[src/hw/rtl/bf3_pkg.sv]
// shared constants, types and helpers for the 3x3 box filter
`timescale 1ns / 1ps

package bf3_pkg;

    localparam int VALUE_W = 32;
    localparam int SUM_W   = 36;
    localparam int DIM_W   = 11;

    localparam logic [DIM_W-1:0] MAX_WIDTH  = 11'd1024;
    localparam logic [DIM_W-1:0] MAX_HEIGHT = 11'd1024;
    localparam logic [DIM_W-1:0] MIN_DIM    = 11'd3;

    localparam int COL_W = $clog2(MAX_WIDTH);
    localparam int ROW_W = $clog2(MAX_HEIGHT);

    localparam int CFG_INDEX_W = 4;
    localparam logic [CFG_INDEX_W-1:0] REG_FRAME_WIDTH  = 4'd0;
    localparam logic [CFG_INDEX_W-1:0] REG_FRAME_HEIGHT = 4'd1;

    localparam int QUEUE_DEPTH = 8;
    localparam int QPTR_W      = $clog2(QUEUE_DEPTH);
    localparam int QCNT_W      = $clog2(QUEUE_DEPTH + 1);

    // one classified window, handed from front to back
    typedef struct packed {
        logic                       live;
        logic                       border;
        logic                       fend;
        logic signed [VALUE_W-1:0]  border_value;
        logic signed [SUM_W-1:0]    sum;
    } bf3_item_t;

    function automatic logic [DIM_W-1:0] clamp_dim(input logic [DIM_W-1:0] v,
                                                   input logic [DIM_W-1:0] hi);
        logic [DIM_W-1:0] r;
        r = v;
        if (v < MIN_DIM)
        begin
            r = MIN_DIM;
        end
        else if (v > hi)
        begin
            r = hi;
        end
        return r;
    endfunction

endpackage

[src/hw/rtl/bf3_back.sv]
// back end: rounded divide by nine and output register
`timescale 1ns / 1ps

module bf3_back (
    input  logic                               clk,
    input  logic                               rst_n,
    input  logic                               queue_empty,
    input  bf3_pkg::bf3_item_t                 head,
    output logic                               pop,
    output logic                               out_valid,
    input  logic                               out_ready,
    output logic signed [bf3_pkg::VALUE_W-1:0] result_value,
    output logic                               result_valid,
    output logic                               frame_end
);
    import bf3_pkg::*;

    localparam int N_W    = SUM_W - 1;
    localparam int STAGES = 7;

    typedef struct packed {
        logic                      live;
        logic                      border;
        logic                      fend;
        logic                      neg;
        logic signed [VALUE_W-1:0] border_value;
        logic [5:0]                n_low;
    } bf3_tag_t;

    logic [STAGES-1:0]  vld_reg;
    bf3_tag_t           tag_reg [STAGES-1];
    bf3_tag_t           tag_in;
    logic               enable;

    logic [SUM_W-1:0]   inv_sum;
    logic [N_W-1:0]     n_in;
    logic [N_W-1:0]     n_reg, t1_reg, t2_reg, t3_reg;
    logic [N_W-1:0]     t4;
    logic [VALUE_W-1:0] q0_reg, q_reg;
    logic [5:0]         nine_q, rem;
    logic [1:0]         delta;

    logic signed [VALUE_W-1:0] result_value_reg;
    logic                      result_valid_reg, frame_end_reg;

    assign enable = !vld_reg[STAGES-1] || out_ready;
    assign pop    = enable && !queue_empty;

    // magnitude plus half of nine, sign folded into one add
    assign inv_sum = ~head.sum;
    assign n_in    = head.sum[SUM_W-1] ? (inv_sum[N_W-1:0] + N_W'(5))
                                       : (head.sum[N_W-1:0] + N_W'(4));

    always_comb
    begin
        tag_in.live         = head.live;
        tag_in.border       = head.border;
        tag_in.fend         = head.fend;
        tag_in.neg          = head.sum[SUM_W-1];
        tag_in.border_value = head.border_value;
        tag_in.n_low        = n_in[5:0];
    end

    // 1/9 = 7/64 * (1 + 2^-6 + 2^-12 + ...), one term per stage
    assign t4 = t3_reg + (t3_reg >> 24);

    // estimate is exact or up to two low, remainder fits in six bits
    assign nine_q = {q0_reg[2:0], 3'b000} + q0_reg[5:0];
    assign rem    = tag_reg[4].n_low - nine_q;
    assign delta  = (rem >= 6'd18) ? 2'd2 : ((rem >= 6'd9) ? 2'd1 : 2'd0);

    always_ff @(posedge clk or negedge rst_n)
    begin
        if (!rst_n)
        begin
            vld_reg <= '0;
        end
        else if (enable)
        begin
            vld_reg <= {vld_reg[STAGES-2:0], pop};
        end
    end

    always_ff @(posedge clk)
    begin
        if (enable)
        begin
            tag_reg[0] <= tag_in;
            for (int i = 1; i < STAGES - 1; i++)
            begin
                tag_reg[i] <= tag_reg[i-1];
            end
            n_reg  <= n_in;
            t1_reg <= n_reg - (n_reg >> 3);
            t2_reg <= t1_reg + (t1_reg >> 6);
            t3_reg <= t2_reg + (t2_reg >> 12);
            q0_reg <= t4[N_W-1:3];
            q_reg  <= q0_reg + VALUE_W'(delta);
            result_valid_reg <= tag_reg[5].live;
            frame_end_reg    <= tag_reg[5].fend;
            if (!tag_reg[5].live)
            begin
                result_value_reg <= '0;
            end
            else if (tag_reg[5].border)
            begin
                result_value_reg <= tag_reg[5].border_value;
            end
            else if (tag_reg[5].neg)
            begin
                result_value_reg <= VALUE_W'(0) - q_reg;
            end
            else
            begin
                result_value_reg <= q_reg;
            end
        end
    end

    assign out_valid    = vld_reg[STAGES-1];
    assign result_value = result_value_reg;
    assign result_valid = result_valid_reg;
    assign frame_end    = frame_end_reg;

endmodule

[config.mk]
export PLATFORM = sky130hd
export DESIGN_NAME = bf3_back
export DESIGN_NICKNAME = d
export VERILOG_FILES = /design/src/hw/rtl/bf3_pkg.sv /design/src/hw/rtl/bf3_back.sv
export SDC_FILE = /design/constraint.sdc
export NUM_CORES = 1
export LEC_CHECK = 0
export BUFFER_PORTS_ARGS = -buffer_cell sky130_fd_sc_hd__buf_2
export CAP_MARGIN = 15
export CELL_PAD_IN_SITES_DETAIL_PLACEMENT = 1
export CELL_PAD_IN_SITES_GLOBAL_PLACEMENT = 2
export CORE_UTILIZATION = 47
export DETAILED_ROUTE_END_ITERATION = 16
export PLACE_DENSITY_LB_ADDON = 0.15
export SYNTH_ARGS = -nofsm -noshare
export SYNTH_HDL_FRONTEND = slang
export SYNTH_SLANG_ARGS = --single-unit
[constraint.sdc]
create_clock -name clk -period 16.8 [get_ports clk]
set_input_delay 3.36 -clock clk [delete_from_list [all_inputs] [get_ports clk]]
set_output_delay 3.36 -clock clk [all_outputs]
set_load 0.02 [all_outputs]
==> results of run 1 <==
==> per-layer routing <==
| layer | GRT usage, % | part of all wire (%) | routed length (um) |
|---|---|---|---|
| met2 | 37.5 | 53 | 26800 |
| met4 | 6.63 | 2.6 | 1310 |
| met3 | 2.43 | 2.5 | 1260 |
| met1 | 23.3 | 41 | 20700 |
| met5 | 0 | 0 | 0 |
==> synth_stat cells, types with 6 or more instances <==
cell        n  area [sq um]
xor2_1     98           858
and2_1     23           144
or4_1       8          60.1
o21bai_1   13          97.6
o211a_1     8          80.1
nor3_1     25           125
xnor2_1   120          1050
or3_1      12          75.1
o21ai_0   103           515
nand4_1    23           144
a31oi_1    15          93.8
a211oi_1   16           120
and3_1     25           156
nand2_1   148           556
dfrtp_1     7           175
edfxtp_1  478         14400
fa_1        7           140
nand2b_1   20           125
ha_1      106          1330
o211ai_1   15           113
inv_1      86           323
nor2_1     86           323
o31ai_1    12          90.1
o21a_1     22           165
or2_2       6          37.5
clkbuf_1   43           161
nor2b_1    14          87.6
nand3_1    50           250
o21ai_1    10          50.1
a21oi_1   109           546
a21o_1     41           308
and4_1     10          87.6
==> area by class of cell <==
| type | count | share of cell area, % |
|---|---|---|
| inverter | 86 | 1.25 |
| clock inverter | 35 | 1.59 |
| clock buffer | 61 | 5.05 |
| timing repair buffer | 116 | 2.35 |
| sequential | 485 | 55.0 |
| multi-input combinational | 1212 | 31.6 |
| antenna | 2 | 0.0190 |
| tap | 664 | 3.15 |
==> power by group <==
group | total [mW] | switching, mW | leakage (nW) | internal (mW)
clock network | 1.16 | 0.464 | 0.856 | 0.694
registers | 2.52 | 0.352 | 5.00 | 2.17
logic | 2.44 | 1.46 | 4.42 | 0.982
==> worst max-delay path: stages <==
cell and delay, ps:
buf_2 100, nor2b_1 590, nor2_1 130, buf_2 200
==> cells by family after synthesis <==
logic type                 synth area share, %
DFF                                       62.2
buffers and inverters                     2.17
adders and majority gates                 6.27
AOI/OAI and AO/OA                         10.9
xor gates and xnor gates                  8.17
muxes                                    0.171
and+or+nand+nor                           10.2
==> worst paths after layout <==
| kind | startpoint | endpoint | cells past startpoint |
|---|---|---|---|
| setup / recovery | out_ready | pop | 4 |
| hold / removal | tag_reg[1][32] | tag_reg[2][32] | 0 |
| setup reg to reg | q0_reg[3] | q_reg[31] | 15 |
| hold reg to reg | tag_reg[1][32] | tag_reg[2][32] | 0 |
| max in group asynchronous | rst_n | vld_reg[4] | 1 |
| min in group asynchronous | rst_n | vld_reg[0] | 1 |
==> per-stage QoR <==
| stage | setup WS (ps) | util [%] | instances |
|---|---|---|---|
| after detailed placement | 9070 | 50.4 | 2563 |
| after floorplan | 3150 | - | 1829 |
| after global routing | 8980 | 54.0 | 2661 |
| after global placement | 9090 | 50.4 | 2563 |
| after CTS | 9070 | 53.9 | 2659 |
| final | 9070 | 54.0 | 2661 |
==> flow_summary.toml, run 1 <==
[cts]
cts_tree = "done"
clkLatencyLatePin_ps = 610
h-tree-depth = 2
cts_buffer_depth = 3
cts_hold_buf = 0
path_clk_slew_ps = 60
clock_sinks = 485
cts_inserted_buffers = 52
clockRootBuffer = "clkbuf_16"
post_cts_resized = 0
post-cts-setup-buffer-count = 0

[global_routing]
track_usage_pct = 19.9
grt_overflow_total = 0
antenna_found_initial = 2
grt_first_pass_wirelength_um = 79100
grt_start_max_net_pins = 175
grt_pass1_vias = 15000

[worst_setup_path]
end_kind = "primary output"
critPathKind = "in -> out"
cp.required_ps = 13440
rrSetupSlack_ps = 12880
critPathArrivalTime_ps = 4370
startpoint_type = "input pin"
cp_max_fo = 8

[logic_synthesis]
ys.flop_type = "edfxtp_1"
ys_ff_latch = 485
synth-edff-count = 478
synth_nets = 2017
netlist_instances = 1829
netlist_area_sq_um = 23400
seq_area_frac_synth_pct = 62.2
synthArstFlopShare_pct = 1.44
synth_warnings = 0
syn_avg_cell_area_sq_um = 12.8
ys_types = 71

[route]
ant_nets = 0
routed_via_density = 5.35
wl_um = 50100
firstDrtPassIters = 5
drc = 0
dr_total_vias = 14200
post_drt_wl_per_cell_um = 18.8
initialDrtViolationCount = 697

[sta]
worst_pin_slew_ps = 1070
setup_viol = 0
hold_violations = 0
fmax_mhz = 129
slew_violations = 0
rsz0062_at_grt = "no"
timing.final.crit_share_pct = 46.0
relSlewSlack_pct = 28.7
fin_worst_skew_ps = 31.9
post-route-min-period_ps = 7730
fin_setup_tns_ps = 0
whs_ps = 403

[placement]
placed_area_sq_um = 24600
gp_congestion = 0.826
hpwl_um = 37200
io_buffers = 110

[cells_and_area]
area_growth_pct = 13.0
mostFrequentLayoutCell = "edfxtp_1"
regArea_sq_um = 14500
fillCellCount = 4985
layout_common_cells = "edfxtp_1 (478), nand2_1 (148), xnor2_1 (120), buf_2 (110), a21oi_1 (109)"
largest_register_ff_count = 240
drive_above_1_share_pct = 10.5
fin_nets = 2141
multi_input_area_sq_um = 8340
stdcell_area_sq_um = 26400

[floorplanning]
coreArea_sq_um = 49000
placementRows = 81
dieHeight_um = 225
start_util_pct = 47.8
dieArea_sq_um = 50600
die_x_um = 225
io_pins = 111

[power_and_ir_drop]
finalPower_mw = 6.12
p_leak_nw = 10.3
ir_drop_v = 0.000108
p_per_area_nw_per_um2 = 232

[hold_path]
min_path_type = "reg -> reg"

[status]
outcome = "finished clean"

[job]
cap_viol_max_count = 0
No activity file was read; power rests on OpenSTA's default activity.
==> inputs of run 2 (changes only) <==
--- a/config.mk
+++ b/config.mk
@@ -9,7 +9,7 @@
 export CAP_MARGIN = 15
 export CELL_PAD_IN_SITES_DETAIL_PLACEMENT = 1
 export CELL_PAD_IN_SITES_GLOBAL_PLACEMENT = 2
-export CORE_UTILIZATION = 47
+export CORE_UTILIZATION = 39
 export DETAILED_ROUTE_END_ITERATION = 16
 export PLACE_DENSITY_LB_ADDON = 0.15
 export SYNTH_ARGS = -nofsm -noshare
==> constraint.sdc (replaced) <==
create_clock -name clk -period 6.2 [get_ports clk]
set_input_delay 1.24 -clock clk [delete_from_list [all_inputs] [get_ports clk]]
set_output_delay 1.24 -clock clk [all_outputs]
set_load 0.02 [all_outputs]
==> flow_summary.toml, run 2 (same netlist as run 1, synthesis figures left out) <==
[placement]
place_inst = 2677
placed_area_sq_um = 24800
hpwl_um = 37900
io_buffers = 110
gp_congestion = 0.865

[hold_path]
min_path_type = "reg -> reg"

[global_routing]
grt_pass1_vias = 14800
grt_start_max_net_pins = 119
antenna_found_initial = 0
grt_overflow_total = 0
grt_first_pass_wirelength_um = 78300
track_usage_pct = 16.3

[cells_and_area]
regArea_sq_um = 14500
stdcell_area_sq_um = 26500
fillCellCount = 6131
area_growth_pct = 13.5
largest_register_ff_count = 240
instances_no_fill = 2773
drive_above_1_share_pct = 10.9
diodes = 0
multi_input_area_sq_um = 8340
mostFrequentLayoutCell = "edfxtp_1"
fin_nets = 2147
layout_common_cells = "edfxtp_1 (478), nand2_1 (148), xnor2_1 (120), buf_2 (110), a21oi_1 (109)"

[cts]
h-tree-depth = 2
clockRootBuffer = "clkbuf_16"
post_cts_resized = 0
cts_buffer_depth = 3
post-cts-setup-buffer-count = 0
cts_inserted_buffers = 53
cts_hold_buf = 0
path_clk_slew_ps = 60
clock_sinks = 485
cts_tree = "done"
clkLatencyLatePin_ps = 600

[floorplanning]
die_x_um = 247
dieHeight_um = 247
coreArea_sq_um = 59100
io_pins = 111
dieArea_sq_um = 60900
start_util_pct = 39.5
placementRows = 89

[sta]
slew_violations = 0
fmax_mhz = 260
post-route-min-period_ps = 3850
timing.final.crit_share_pct = 62.1
relSlewSlack_pct = 26.7
worst_pin_slew_ps = 1100
fin_setup_tns_ps = 0
setup_viol = 0
whs_ps = 411
rsz0062_at_grt = "no"
hold_violations = 0
fin_worst_skew_ps = 19.5

[worst_setup_path]
startpoint_type = "flop"
cp_max_fo = 6
critPathArrivalTime_ps = 4200
end_kind = "flop"
cp.required_ps = 6550
critPathKind = "reg -> reg"

[route]
dr_total_vias = 14100
ant_nets = 0
wl_um = 49400
post_drt_wl_per_cell_um = 17.8
routed_via_density = 5.09
firstDrtPassIters = 13
drc = 5
initialDrtViolationCount = 697

[power_and_ir_drop]
finalPower_mw = 16.4
ir_drop_v = 0.000235
p_per_area_nw_per_um2 = 618
p_leak_nw = 10.3

[status]
outcome = "finished, violations left"
violations = "design-rule violations"

[job]
cap_viol_max_count = 0
run 2: changes by cell type in the layout (fill, tap and decap cells not counted), sizes merged:
cell	delta
clkinv	+2
buf	+5
diode	-2
inv	-1
clkinvlp	+2
bufinv	-3
run 2: where the power goes:
group	switching, mW	internal [mW]
logic	3.87	2.66
clock network	1.25	1.78
registers	0.959	5.87
total	6.08	10.3
run 2: path summary, 6_finish.rpt:
check	slack, ps	to	startpoint	depth (start not counted)
max in group asynchronous	5570	vld_reg[6]	rst_n	1
min	410	tag_reg[2][40]	tag_reg[1][40]	0
min reg2reg	410	tag_reg[2][40]	tag_reg[1][40]	0
max	2350	q_reg[29]	q0_reg[3]	15
max reg2reg	2350	q_reg[29]	q0_reg[3]	15
min in group asynchronous	470	vld_reg[0]	rst_n	1
run 2: critical path: stages (launching register included):
cell      delay (ps)
edfxtp_1         450
inv_1            120
fa_1             430
ha_1             320
inv_1            100
o21bai_1          90
a21oi_1          190
xnor2_1          110
o21bai_1         210
ha_1             290
a21o_1           150
and3_1           330
nand4_1          210
nor2_1           310
nand3_1          150
xnor2_1          160
run 2: area by class of cell:
type / count / share of cell area (%)
flip-flops and latches: 485 / 54.8
multi-input cells: 1212 / 31.4
clock buffers: 61 / 5.11
well taps: 773 / 3.65
repair buffers: 121 / 2.48
clock inverters: 35 / 1.34
inverters: 86 / 1.23
run 2: stage by stage:
stage / setup slack [ps] / utilization (%)
global placement: 2380 / 42.0
floorplan: -2930 / -
global route: 2060 / 44.9
detailed placement: 2280 / 42.0
CTS: 2330 / 44.9
finish: 2350 / 44.9
run 2: per-layer routing:
metal | routed length [um] | vias up | track usage, %
met5 | 0 | - | 0
met4 | 1050 | 0 | 4.41
met3 | 1200 | 76 | 2.40
met2 | 26200 | 142 | 30.6
met1 | 21000 | 6836 | 19.2
li1 | - | 7047 | -
==> inputs of run 3 (changes only) <==
--- a/config.mk
+++ b/config.mk
@@ -9,7 +9,7 @@
 export CAP_MARGIN = 15
 export CELL_PAD_IN_SITES_DETAIL_PLACEMENT = 1
 export CELL_PAD_IN_SITES_GLOBAL_PLACEMENT = 2
-export CORE_UTILIZATION = 39
+export CORE_UTILIZATION = 44
 export DETAILED_ROUTE_END_ITERATION = 16
 export PLACE_DENSITY_LB_ADDON = 0.15
 export SYNTH_ARGS = -nofsm -noshare
==> constraint.sdc (replaced) <==
create_clock -name clk -period 3.9 [get_ports clk]
set_input_delay 0.78 -clock clk [delete_from_list [all_inputs] [get_ports clk]]
set_output_delay 0.78 -clock clk [all_outputs]
set_load 0.02 [all_outputs]
==> flow_summary.toml, run 3 (same netlist as run 1, synthesis figures left out) <==
[global_routing]
antenna_found_initial = 2
grt_pass1_vias = 15300
track_usage_pct = 19.2
grt_start_max_net_pins = 152
grt_overflow_total = 0
grt_first_pass_wirelength_um = 81200

[cells_and_area]
area_growth_pct = 13.2
mostFrequentLayoutCell = "edfxtp_1"
fillCellCount = 5393
fin_nets = 2151
largest_register_ff_count = 240
instances_no_fill = 2695
drive_above_1_share_pct = 11.1
fin_util_pct = 50.4
layout_common_cells = "edfxtp_1 (478), nand2_1 (148), xnor2_1 (120), buf_2 (110), a21oi_1 (109)"

[floorplanning]
io_pins = 111
die_x_um = 232
dieHeight_um = 232
coreArea_sq_um = 52600
start_util_pct = 44.5
placementRows = 84
dieArea_sq_um = 54100

[route]
drc = 0
wl_um = 51400
firstDrtPassIters = 4
dr_total_vias = 14200
initialDrtViolationCount = 744
ant_nets = 0
routed_via_density = 5.29
post_drt_wl_per_cell_um = 19.1

[sta]
slew_violations = 0
rsz0062_at_grt = "no"
fin_worst_skew_ps = 37.9
relSlewSlack_pct = 41.1
hold_violations = 0
fin_ws_ps = 239
post-route-min-period_ps = 3660
fin_setup_tns_ps = 0
timing.final.crit_share_pct = 93.9
fmax_mhz = 273
setup_viol = 0
worst_pin_slew_ps = 883

[hold_path]
min_path_type = "in -> reg"

[cts]
clkLatencyLatePin_ps = 610
cts_inserted_buffers = 52
cts_buffer_depth = 3
clockRootBuffer = "clkbuf_16"
h-tree-depth = 2
clock_sinks = 485
path_clk_slew_ps = 60
cts_tree = "done"

[worst_setup_path]
cp.required_ps = 4240
critPathKind = "reg -> reg"
cp_max_fo = 5
crit_path_cell_trace = "inv_1 > fa_1 > ha_1 > inv_1 > o21bai_1 > a21oi_1 > xnor2_1 > o21bai_1 > ha_1 > a21o_1 > and3_1 > nand4_1 > nor2_4 > nand3_1 > xnor2_1"
end_kind = "flop"
critPathArrivalTime_ps = 4000
slowest_stage = "edfxtp_1"
cp_slowest_stage_delay_ps = 480
startpoint_type = "flop"

[power_and_ir_drop]
p_leak_nw = 10.3
ir_drop_v = 0.000402
p_per_area_nw_per_um2 = 991

[placement]
place_inst = 2596
hpwl_um = 37800
gp_congestion = 0.819
pre_cts_slack_ps = 158
io_buffers = 110

[status]
outcome = "finished clean"

[job]
cap_viol_max_count = 0
==> run 3: path summary, 6_finish.rpt <==
path	startpoint	endpoint	depth (start not counted)	slack, ps
setup / recovery	q0_reg[3]	q_reg[31]	15	240
hold reg to reg	tag_reg[4][8]	tag_reg[5][8]	0	410
setup reg to reg	q0_reg[3]	q_reg[31]	15	240
min in group asynchronous	rst_n	vld_reg[6]	2	540
hold / removal	head[60]	tag_reg[0][30]	1	340
max in group asynchronous	rst_n	vld_reg[2]	2	3200
==> run 3: where the power goes <==
part | internal, mW | switching (mW)
logic | 4.26 | 6.32
clock network | 2.80 | 2.02
registers | 9.33 | 1.52
==> run 3: layer usage <==
| layer | vias to the layer above | part of all wire [%] | global-route usage (%) |
|---|---|---|---|
| li1 | 7052 | - | - |
| met1 | 6959 | 41 | 22.2 |
| met2 | 170 | 54 | 36.6 |
| met3 | 63 | 2.5 | 2.87 |
| met4 | 0 | 1.9 | 5.09 |
| met5 | - | 0 | 0 |
==> run 3: per-stage QoR <==
| step | total power, mW | area (sq um) | hold WS, ps |
|---|---|---|---|
| 5_1_grt | 28.2 | 26500 | 300 |
| 3_3_place_gp | 21.2 | 24800 | 400 |
| 4_1_cts | 26.6 | 26500 | 298 |
| 2_1_floorplan | 18.5 | 23400 | 400 |
| 6_report | 26.2 | 26500 | 343 |
| 3_5_place_dp | 21.6 | 24800 | 405 |
==> run 3: critical path: cells and delay by family (launching register included) <==
kind | cells | cell delay [ps]
compound gates | 4 | 620
xor+xnor | 2 | 280
fa+ha+maj | 3 | 1050
buf+inv | 2 | 210
flops | 1 | 480
simple gates | 4 | 800
==> run 3: area by class of cell <==
class	instances	area (sq um)	area share [%]
Sequential cell	485	14500	54.9
Multi-Input combinational cell	1212	8350	31.5
Clock buffer	60	1330	5.03
Tap cell	688	861	3.25
Timing Repair Buffer	126	711	2.68
Clock inverter	36	362	1.37
Inverter	86	327	1.23
Antenna cell	2	5.00	0.0189
==> run 3: timing repair <==
item,4_1_cts,5_1_grt
buffers inserted,0,0
endpoints found under the setup margin,0,3
hold buffers,1,0
hold endpoints to repair,7,0
resized for setup,0,2
