### src/hw/rtl/bf3_pkg.sv
// shared constants, types and helpers for the 3x3 box filter
`timescale 1ns / 1ps

package bf3_pkg;

    localparam int VALUE_W = 32;
    localparam int SUM_W   = 36;
    localparam int DIM_W   = 11;

    localparam logic [DIM_W-1:0] MAX_WIDTH  = 11'd1024;
    localparam logic [DIM_W-1:0] MAX_HEIGHT = 11'd1024;
    localparam logic [DIM_W-1:0] MIN_DIM    = 11'd3;

    localparam int COL_W = $clog2(MAX_WIDTH);
    localparam int ROW_W = $clog2(MAX_HEIGHT);

    localparam int CFG_INDEX_W = 4;
    localparam logic [CFG_INDEX_W-1:0] REG_FRAME_WIDTH  = 4'd0;
    localparam logic [CFG_INDEX_W-1:0] REG_FRAME_HEIGHT = 4'd1;

    localparam int QUEUE_DEPTH = 8;
    localparam int QPTR_W      = $clog2(QUEUE_DEPTH);
    localparam int QCNT_W      = $clog2(QUEUE_DEPTH + 1);

    // one classified window, handed from front to back
    typedef struct packed {
        logic                       live;
        logic                       border;
        logic                       fend;
        logic signed [VALUE_W-1:0]  border_value;
        logic signed [SUM_W-1:0]    sum;
    } bf3_item_t;

    function automatic logic [DIM_W-1:0] clamp_dim(input logic [DIM_W-1:0] v,
                                                   input logic [DIM_W-1:0] hi);
        logic [DIM_W-1:0] r;
        r = v;
        if (v < MIN_DIM)
        begin
            r = MIN_DIM;
        end
        else if (v > hi)
        begin
            r = hi;
        end
        return r;
    endfunction

endpackage

### src/hw/rtl/bf3_queue.sv
// small fifo between the window front end and the divide back end
`timescale 1ns / 1ps

module bf3_queue (
    input  logic                      clk,
    input  logic                      rst_n,
    input  logic                      push,
    input  bf3_pkg::bf3_item_t        push_item,
    input  logic                      pop,
    output bf3_pkg::bf3_item_t        head,
    output logic                      empty,
    output logic [bf3_pkg::QCNT_W-1:0] count
);
    import bf3_pkg::*;

    bf3_item_t         mem [QUEUE_DEPTH];
    logic [QPTR_W-1:0] wr_ptr_reg, wr_ptr_next;
    logic [QPTR_W-1:0] rd_ptr_reg, rd_ptr_next;
    logic [QCNT_W-1:0] count_reg, count_next;

    always_comb
    begin
        wr_ptr_next = push ? wr_ptr_reg + QPTR_W'(1) : wr_ptr_reg;
        rd_ptr_next = pop ? rd_ptr_reg + QPTR_W'(1) : rd_ptr_reg;
        count_next  = count_reg;
        if (push && !pop)
        begin
            count_next = count_reg + QCNT_W'(1);
        end
        else if (pop && !push)
        begin
            count_next = count_reg - QCNT_W'(1);
        end
    end

    always_ff @(posedge clk or negedge rst_n)
    begin
        if (!rst_n)
        begin
            wr_ptr_reg <= '0;
            rd_ptr_reg <= '0;
            count_reg  <= '0;
        end
        else
        begin
            wr_ptr_reg <= wr_ptr_next;
            rd_ptr_reg <= rd_ptr_next;
            count_reg  <= count_next;
        end
    end

    always_ff @(posedge clk)
    begin
        if (push)
        begin
            mem[wr_ptr_reg] <= push_item;
        end
    end

    assign head  = mem[rd_ptr_reg];
    assign empty = (count_reg == '0);
    assign count = count_reg;

endmodule

### config.mk
export PLATFORM = sky130hd
export DESIGN_NAME = bf3_queue
export DESIGN_NICKNAME = d
export VERILOG_FILES = /design/src/hw/rtl/bf3_pkg.sv /design/src/hw/rtl/bf3_queue.sv
export SDC_FILE = /design/constraint.sdc
export NUM_CORES = 1
export LEC_CHECK = 0
export ABC_AREA = 1
export BUFFER_PORTS_ARGS = -buffer_cell sky130_fd_sc_hd__buf_2
export CAP_MARGIN = 20
export CORE_MARGIN = 2
export CORE_UTILIZATION = 35
export DETAILED_ROUTE_END_ITERATION = 7
export GPL_ROUTABILITY_DRIVEN = 0
export GPL_TIMING_DRIVEN = 0
export PLACE_DENSITY = 0.5
export SLEW_MARGIN = 20
export SYNTH_ARGS = -nofsm -noshare
export SYNTH_HDL_FRONTEND = slang
export SYNTH_SLANG_ARGS = --single-unit
### constraint.sdc
create_clock -name clk -period 6.3 [get_ports clk]
set_clock_uncertainty 0.2 [all_clocks]
set_input_delay 0.63 -clock clk [delete_from_list [all_inputs] [get_ports clk]]
set_output_delay 0.63 -clock clk [all_outputs]
set_load 0.05 [all_outputs]
==> reports/results.tsv, run 1 <==
stage	metric	value	unit
synth	syn_area_per_cell	9.85	sq um
clock_network	path_clk_slew	0.06	ns
final_layout	multiInputGateArea	5950	sq um
die	coreArea	70100	sq um
route	avgViaCountPerCell	4.43	
clock_network	h-tree-depth	2	
die	dieWidth	271	um
sta	rsz0062_at_grt	no	
sta	period_needed	3.58	ns
synth	synth_commonest_cells	nand2_1, nor2_1, edfxtp_1, inv_1, buf_2	
clock_network	cts_setup_buffers	0	
synth	ys_ff_latch	578	
route	drcViolationCount	0	
setup_path	cp-end-kind	primary output	
grt	grt_util_all_layers	18.0	%
synth	synth_top_family_by_area	simple AND/OR/NAND/NOR gates	
synth	synth_simple_gate_area_share	23.1	%
synth	syn_inst	2525	
power_and_ir_drop	pwr_density_cell	507	nW/um^2
final_layout	drive_above_1_share	12.6	%
grt	grt_pass1_wl	99000	um
grt	antenna_found_initial	5	
final_layout	fillers	6803	
synth	yosysTopAreaCell	edfxtp_1	
synth	yosys_warnings	0	
synth	synthMostInstantiatedCell	nand2_1	
setup_path	critPathLaunchType	flip-flop	
die	dieArea	73200	sq um
route	ant_nets	0	
clock_network	clock_latency	0.62	ns
placement	dp_hpwl	42800	um
final_layout	area_growth_syn_to_layout	18.3	%
sta	maxSlewViolCount	0	
clock_network	ctsResizeCount	0	
run_status	status	completed	
setup_path	cp_data_arrival_time	2.75	ns
sta	setup_violations	0	
final_layout	nets	2850	
die	io_pins	151	
route	drtIter0Drc	1100	
clock_network	clock_path_buffers	3	
sta	tightest_slew	0.763	ns
synth	synthTopCellsByArea	edfxtp_1, nand2_1, nor2_1	
synth	synth_compound_area_share	0.0805	%
synth	synth_cell_types	18	
placement	placed_cell_area	27500	sq um
sta	finalHoldViolCount	0	
synth	synth_top_area_share	68.6	%
power_and_ir_drop	ir_worst_vdd	0.000396	V
synth	synthFlopType	edfxtp_1	
synth	ys_seq_area_share	69.6	%
die	row_count	97	
route	routed_wirelength	66300	um
job	maxCapViolations	0	
clock_network	clock_sinks	578	
clock_network	hold_buffers	1	
setup_path	worstPathRequired	5.47	ns
setup_path	critPathKind	flip-flop to primary output	
synth	netlist_area	24900	sq um
synth	synth_fa_ha_area_share	0.332	%
route	routedWlPerCell	17.6	um
synth	ys_async_sr_fraction	1.73	%
power_and_ir_drop	power.leakage	12.8	nW
grt	grt-ovfl-total	0	
route	vias	16663	
hold_path	hp-class	input pin to flip-flop	
sta	clock.fmax	280	MHz
die	start_util	35.4	%
route	dr.pass1.iters	5	
clock_network	cts-root-buf	clkbuf_16	
final_layout	largest_register_ffs	568	
sta	max_slew_margin	49.1	%
final_layout	utilization	41.9	%
synth	synthMuxAreaShare	0	%
synth	synth-xor-area-share	0.176	%
final_layout	fin_area	29400	sq um
clock_network	cts_buffers	61	
final_layout	register_area	17300	sq um
die	die_h	271	um
grt	grt_max_degree	22	
synth	synth_edf_count	568	
grt	grt_pass1_vias	16166	
clock_network	cts_tree	yes	
sta	period_share	56.7	%
setup_path	path_max_fanout	10	
placement	numPortBuffers	150	
synth	syn_nets	2606	
[final cells by class]
class                      instances  area share [%]
inverter                         296            3.78
tap                              940            4.00
sequential                       578            58.8
multi-input combinational       1542            20.2
timing repair buffer             181            4.86
clock buffer                      87            5.84
clock inverter                    25           0.566
buffer                           109            1.89
antenna                            1         0.00851
[power by group]
| group | internal [mW] | total [mW] | switching, mW |
|---|---|---|---|
| clock | 1.96 | 3.43 | 1.47 |
| sequential | 4.66 | 4.75 | 0.0988 |
| combinational | 1.65 | 6.72 | 5.07 |
[worst max-delay path: stages, from the launching register on]
cell     delay, ns
dfrtp_1       0.38
buf_4         0.21
inv_2         0.24
buf_4         0.29
buf_2         0.34
nor2_1        0.10
nand2_1       0.07
nand2_1       0.05
nand2_1       0.05
nand2_1       0.14
buf_2         0.25
[layer usage]
| layer | part of all wire (%) | global-route usage, % |
|---|---|---|
| met2 | 47 | 29.9 |
| met5 | 0.074 | 0 |
| met1 | 46 | 24.2 |
| met4 | 2.4 | 5.12 |
| met3 | 4.7 | 3.02 |
[worst paths after layout]
check / startpoint / slack, ns / cells past startpoint / endpoint
max in group asynchronous: rst_n / 5.43 / 2 / rd_ptr_reg[2]
worst min-delay path: push_item[57] / 0.07 / 1 / mem[4][57]
worst min register to register: wr_ptr_reg[0] / 0.33 / 2 / wr_ptr_reg[0]
worst max register to register: wr_ptr_reg[0] / 3.99 / 5 / mem[6][38]
worst max-delay path: rd_ptr_reg[1] / 2.72 / 10 / head[0]
min in group asynchronous: rst_n / 0.23 / 2 / count[3]
[layout by cell type (no fill, tap or decap)]
cell type      instances
buf_1                  9
clkbuf_8               5
nand2_1              947
buf_12                21
buf_4                 17
buf_2                216
clkbuf_1              36
nand3_1                2
dlygate4sd3_1          1
diode_2                1
fa_1                   1
clkinv_1              13
nor4_1                 1
inv_1                294
xor2_1                 3
edfxtp_1             568
nor2_1               567
clkbuf_16             63
inv_6                  2
bufinv_16              2
nor2_4                 8
o21ai_0                4
inv_2                  2
clkinv_2               8
xnor2_1                2
buf_16                 9
ha_1                   5
dfrtp_1               10
or2_2                  2
[logic make-up (layout without fill, tap and decap cells)]
family	Yosys count	after routing
AND/OR/NAND/NOR	1527	1527
flip-flops	578	578
buffers and inverters	405	698
adder cells (fa/ha/maj)	6	6
XOR/XNOR	5	5
AO/OA/AOI/OAI	4	4
other	0	1
[metrics by stage]
step           power (mW)  hold slack (ns)  setup WS, ns  TNS [ns]  std cells
6_report             14.9           0.0747          2.72         0       3759
5_1_grt              15.8           0.0514          2.60         0       3758
4_1_cts              15.1           0.0306          2.68         0       3758
3_5_place_dp         11.7            0.315          3.36         0       3645
3_3_place_gp         11.5            0.307         -1.73   -910.04       3615
2_1_floorplan        9.43            0.134          1.65         0       2525
Note: power is estimated with default switching activity, not from simulation.
==> run 2: changes to the inputs <==
PLACE_DENSITY = 0.52   (was 0.5)
clock period = 3.1 ns   (was 6.3 ns; I/O delays follow)
==> run 2 against run 1 <==
Sequential share of layout area shrank 2.1 points. Power up 110%. Sequential power increased by 100%. Critical endpoint is now head[56]. Largest power group unchanged.
==> reports/results.tsv, run 2 (synthesized netlist as in run 1, its figures left out) <==
stage	metric	value	unit	change
setup_path	cp_data_arrival_time	2.50	ns	-0.25 ns
final_layout	drive_above_1_share	12.9	%	+0.29 points
setup_path	cpMostUsedCell	nand2_1		
setup_path	cpMaxStageDelayCell	dfrtp_1		
route	vias	17073		+2.5%
setup_path	worstPathRequired	2.59	ns	-2.88 ns
route	avgViaCountPerCell	4.45		+0.40%
job	maxCapViolations	0		unchanged
die	io_pins	151		unchanged
route	routedWlPerCell	17.3	um	-2.1%
final_layout	fin_area	30500	sq um	+3.7%
sta	finalHoldViolCount	0		unchanged
power_and_ir_drop	report.power.total	31.1	mW	+110%
sta	clock.fmax	332	MHz	
final_layout	largest_register_ffs	568		unchanged
grt	grt_max_degree	22		unchanged
setup_path	worst-path-buf-inv	3		-2
clock_network	clock_sinks	578		unchanged
final_layout	area_growth_syn_to_layout	22.7	%	
placement	dp_hpwl	43000	um	+0.61%
final_layout	final_cell_mix	nand2_1, edfxtp_1, nor2_1		
setup_path	cp-end-kind	primary output		
die	dieWidth	271	um	unchanged
clock_network	clock_path_buffers	3		unchanged
die	die_h	271	um	unchanged
route	drtIter0Drc	1118		+1.6%
sta	max_slew_margin	52.5	%	+3.3 points
clock_network	cts_buffers	66		+8.2%
grt	antenna_found_initial	4		-1
sta	period_share	97.2	%	
final_layout	layout_commonest_cell	nand2_1		
grt	grt-ovfl-total	0		unchanged
route	drcViolationCount	0		unchanged
sta	maxSlewViolCount	0		unchanged
route	dr.pass1.iters	7		+2
setup_path	critPathKind	flip-flop to primary output		
die	coreArea	70100	sq um	unchanged
power_and_ir_drop	pwr_density_cell	1020	nW/um^2	+100%
route	routed_wirelength	66200	um	about the same
final_layout	utilization	43.5	%	+1.5 points
setup_path	cpLargestDelayFamily	buffers and inverters		
power_and_ir_drop	power.leakage	13.2	nW	+3.8%
final_layout	nets	2929		+2.8%
die	dieArea	73200	sq um	unchanged
clock_network	cts-root-buf	clkbuf_16		
setup_path	crit_chain	buf_2 -> buf_2 -> nor2_1 -> nor2_1 -> nand2_1 -> nand2_1 -> nand2_1 -> nand2_1 -> buf_2		
die	start_util	35.4	%	unchanged
route	ant_nets	0		unchanged
grt	grt_util_all_layers	18.0	%	+0.042 points
setup_path	path_max_fanout	10		unchanged
clock_network	cts_tree	yes		
grt	grt_pass1_wl	99600	um	+0.61%
power_and_ir_drop	ir_worst_vdd	0.000570	V	+44%
placement	placed_cell_area	27600	sq um	+0.19%
placement	numPortBuffers	150		unchanged
sta	period_needed	3.01	ns	
setup_path	critPathLaunchType	flip-flop		
clock_network	path_clk_slew	0.06	ns	about the same
hold_path	hp-class	input pin to flip-flop		
grt	grt_pass1_vias	16665		+3.1%
clock_network	clock_latency	0.59	ns	-0.03 ns
sta	tightest_slew	0.713	ns	-0.0497 ns
sta	rsz0062_at_grt	no		
run_status	status	completed		
die	row_count	97		unchanged
setup_path	critPathMaxStageDelay	0.38	ns	about the same
sta	setup_violations	0		unchanged
clock_network	h-tree-depth	3		+1
run 2: changes by cell type in the layout (fill, tap and decap cells not counted), sizes merged:
| cell | before | now |
|---|---|---|
| dlygate4sd3 | 1 | 75 |
| buf | 272 | 261 |
| clkbuf | 104 | 113 |
| clkinv | 21 | 24 |
| bufinv | 2 | 4 |
run 2: layer usage:
metal  wire (um)  track usage, %  part of all wire (%)  vias to the layer above
li1            -               -                     -                     8505
met1       29400            23.3                    44                     8062
met2       32000            30.7                    48                      392
met3        3190            3.12                   4.8                      108
met4        1610            5.89                   2.4                        6
met5          41               0                 0.062                        -
run 2: repair_timing:
action                     CTS  global route
buffers inserted             0             0
cloned                       0             0
setup endpoints to repair   71            44
hold buffers                75             0
gates resized for setup     26            15
hold endpoints to repair   584             0
pin swaps                    0             0
run 2: through the flow:
| step | setup slack [ns] | setup TNS [ns] | hold slack, ns | std cells |
|---|---|---|---|---|
| 2_1_floorplan | -0.155 | -22.04 | -0.186 | 2525 |
| 5_1_grt | 0.00195 | 0 | 0.340 | 3836 |
| 3_5_place_dp | 0.458 | 0 | 0.00528 | 3645 |
| 4_1_cts | 0.00361 | 0 | 0.300 | 3835 |
| 3_3_place_gp | -2.25 | -946.92 | -0.000944 | 3615 |
| 6_report | 0.0878 | 0 | 0.334 | 3836 |
run 2: final cells by class:
cell class              instances  area (sq um)
clock buffers                  85          1840
repair buffers                255          2230
inverters                     296          1110
clock inverters                30           241
plain buffers                 109           636
multi-input cells            1542          5950
well taps                     940          1180
flip-flops and latches        578         17300
diodes                          1          2.50
fillers                      6714         39700
run 2: final timing paths:
check / from / end / slack (ns) / cells after the start
max: rd_ptr_reg[0] / head[56] / 0.09 / 9
min: push_item[63] / mem[3][63] / 0.33 / 2
max reg2reg: wr_ptr_reg[0] / mem[4][59] / 0.58 / 5
min reg2reg: count[2] / count[2] / 0.35 / 2
max in group asynchronous: rst_n / count[1] / 1.73 / 3
min in group asynchronous: rst_n / wr_ptr_reg[1] / 0.59 / 3
run 2: worst reg2reg max path, delay by kind of cell (launching register included):
| family | cells | cell delay, ns |
|---|---|---|
| buf+inv | 3 | 0.60 |
| flops | 1 | 0.41 |
| simple gates | 2 | 0.99 |
run 2: power breakdown:
group          leakage [nW]  internal (mW)  switching [mW]  total [mW]
Combinational          6.94           3.58            10.3        13.9
Sequential             5.28           9.46           0.204        9.67
Clock                  1.02           4.50            3.04        7.54
==> run 3: changes to the inputs <==
CORE_UTILIZATION = 44   (was 35)
PLACE_DENSITY = 0.62   (was 0.52)
==> run 3 against run 2 <==
Count of clock-buffer cells in the layout is 3 lower. Clock power fell by 12%. Setup slack improved by 0.026 ns. Sequential power about the same. Sequential share of layout area up 1.1 points. Combinational power about the same. Register-to-register slack better by 0.04 ns. Critical endpoint is now head[36]. Sequential cell count stayed put. Via count grew 1.6%. Design area decreased by 1.9%.
==> reports/results.tsv, run 3 (synthesized netlist as in run 1, its figures left out) <==
stage	metric	value	unit	change
setup_path	path_max_fanout	10		unchanged
power_and_ir_drop	power.leakage	13.1	nW	-1.3%
final_layout	fin_area	29900	sq um	-1.9%
job	maxCapViolations	0		unchanged
final_layout	drive_above_1_share	12.6	%	-0.31 points
final_layout	largest_register_ffs	568		unchanged
grt	grt-ovfl-total	0		unchanged
clock_network	path_clk_slew	0.06	ns	about the same
die	dieArea	58400	sq um	-20%
run_status	status	completed		
placement	placed_cells	3459		-5.1%
sta	timing.hold.ws	0.304	ns	-0.0302 ns
grt	grt_max_degree	22		unchanged
setup_path	reg2reg_depth	5		unchanged
clock_network	h-tree-depth	2		-1
die	coreArea	56200	sq um	-20%
setup_path	cpMaxStageDelayCell	dfrtp_1		
sta	rsz0062_at_grt	yes		
placement	dp_hpwl	40600	um	-5.7%
setup_path	critPathLaunch	rd_ptr_reg[1]		
sta	max_slew_margin	52.3	%	-0.11 points
hold_path	holdPathStages	2		unchanged
sta	period_share	96.3	%	-0.85 points
clock_network	clock_latency	0.61	ns	+0.02 ns
setup_path	critPathMaxStageDelay	0.35	ns	-0.03 ns
die	row_count	87		-10%
die	dieWidth	242	um	-11%
route	drcViolationCount	0		unchanged
hold_path	hp-class	input pin to flip-flop		
die	die_h	242	um	-11%
route	routed_wirelength	63200	um	-4.6%
setup_path	cpMostUsedCell	nand2_1		
final_layout	area_growth_syn_to_layout	20.3	%	
power_and_ir_drop	pwr_density_cell	1010	nW/um^2	-1.4%
final_layout	nets	2920		-0.31%
clock_network	cts_buffers	59		-11%
route	dr.pass1.iters	5		-2
placement	placed_cell_area	27300	sq um	-1.0%
sta	clock.fmax	335	MHz	+0.88%
grt	antenna_found_initial	3		-1
clock_network	clock_path_buffers	3		unchanged
route	drtIter0Drc	1325		+19%
hold_path	hold_path.startpoint	push_item[50]		
final_layout	layout_commonest_cell	nand2_1		
route	avgViaCountPerCell	4.76		+6.9%
power_and_ir_drop	report.power.total	30.1	mW	-3.3%
setup_path	worstPathRequired	2.59	ns	about the same
die	io_pins	151		unchanged
setup_path	crit_chain	buf_4 -> clkbuf_4 -> buf_2 -> nor2_1 -> nand2_1 -> nand2_1 -> nand2_1 -> nand2_1 -> buf_4		
final_layout	final_cells	3644		-5.0%
sta	tightest_slew	0.713	ns	-0.0000614 ns
die	start_util	44.3	%	+8.8 points
grt	grt_pass1_vias	17411		+4.5%
sta	maxSlewViolCount	0		unchanged
setup_path	critPathKind	flip-flop to primary output		
clock_network	clock_sinks	578		unchanged
clock_network	cts_tree	yes		
route	ant_nets	0		unchanged
sta	finalHoldViolCount	0		unchanged
grt	grt_util_all_layers	21.6	%	+3.6 points
route	routedWlPerCell	17.3	um	+0.40%
sta	period_needed	2.99	ns	-0.0262 ns
sta	setup_violations	0		unchanged
setup_path	r2r_start	wr_ptr_reg[0]		
route	vias	17343		+1.6%
setup_path	cp_data_arrival_time	2.48	ns	-0.02 ns
placement	numPortBuffers	150		unchanged
setup_path	cp-end-kind	primary output		
setup_path	critPathLaunchType	flip-flop		
clock_network	cts_setup_buffers	0		unchanged
power_and_ir_drop	ir_worst_vdd	0.000835	V	+46%
final_layout	fillers	4945		-26%
grt	grt_pass1_wl	97200	um	-2.4%
final_layout	final_cell_mix	nand2_1, edfxtp_1, nor2_1		
clock_network	cts-root-buf	clkbuf_16		
run 3: cell types whose count changed in the layout (fill, tap and decap cells not counted), sizes merged:
cell,before,now
buf,261,252
bufinv,4,2
clkbuf,113,117
clkinv,24,25
inv,298,296
run 3: final cells by class:
type,count,area [sq um],share of cell area (%)
Multi-Input combinational cell,1542,5950,19.9
Clock inverter,27,176,0.590
Buffer,109,626,2.09
Tap cell,756,946,3.16
Inverter,296,1110,3.72
Antenna cell,1,2.50,0.00837
Sequential cell,578,17300,57.9
Timing Repair Buffer,253,2180,7.29
Clock buffer,82,1610,5.37
run 3: power breakdown:
part	switching, mW	total (mW)	internal, mW
logic	10.2	13.8	3.55
registers	0.206	9.67	9.46
clock network	2.91	6.67	3.76
total	13.3	30.1	16.8
run 3: final timing paths:
kind,end,slack [ns]
setup / recovery,head[36],0.11
hold / removal,mem[5][50],0.30
setup reg to reg,mem[2][54],0.62
hold reg to reg,wr_ptr_reg[0],0.36
max in group asynchronous,wr_ptr_reg[0],1.75
min in group asynchronous,count[0],0.56
run 3: per-stage QoR:
stage | setup WS (ns) | utilization (%) | TNS, ns
finish | 0.114 | 53.2 | 0
global route | -0.0277 | 53.2 | -0.0277
CTS | -0.0583 | 53.1 | -0.964
detailed placement | 0.522 | 48.6 | 0
global placement | -1.95 | 47.3 | -839.38
floorplan | -0.155 | - | -22.04
run 3: routing by layer:
metal  routed length, um  GRT usage, %  share of wire [%]
met2               30600          36.9                 49
met1               27100          28.1                 43
met4                1940          8.82                3.1
met5                  24             0              0.038
met3                3440          2.72                5.4
run 3: repair_timing:
action                                  CTS  global route
endpoints found under the setup margin   60            67
hold buffers                             75             0
gates resized for setup                  10            38
hold endpoints to repair                585             0
run 3: critical path: cells and delay by family, from the launching register on:
kind	cells	cell delay (ns)
flops	1	0.35
simple gates	5	0.40
buf+inv	4	1.10
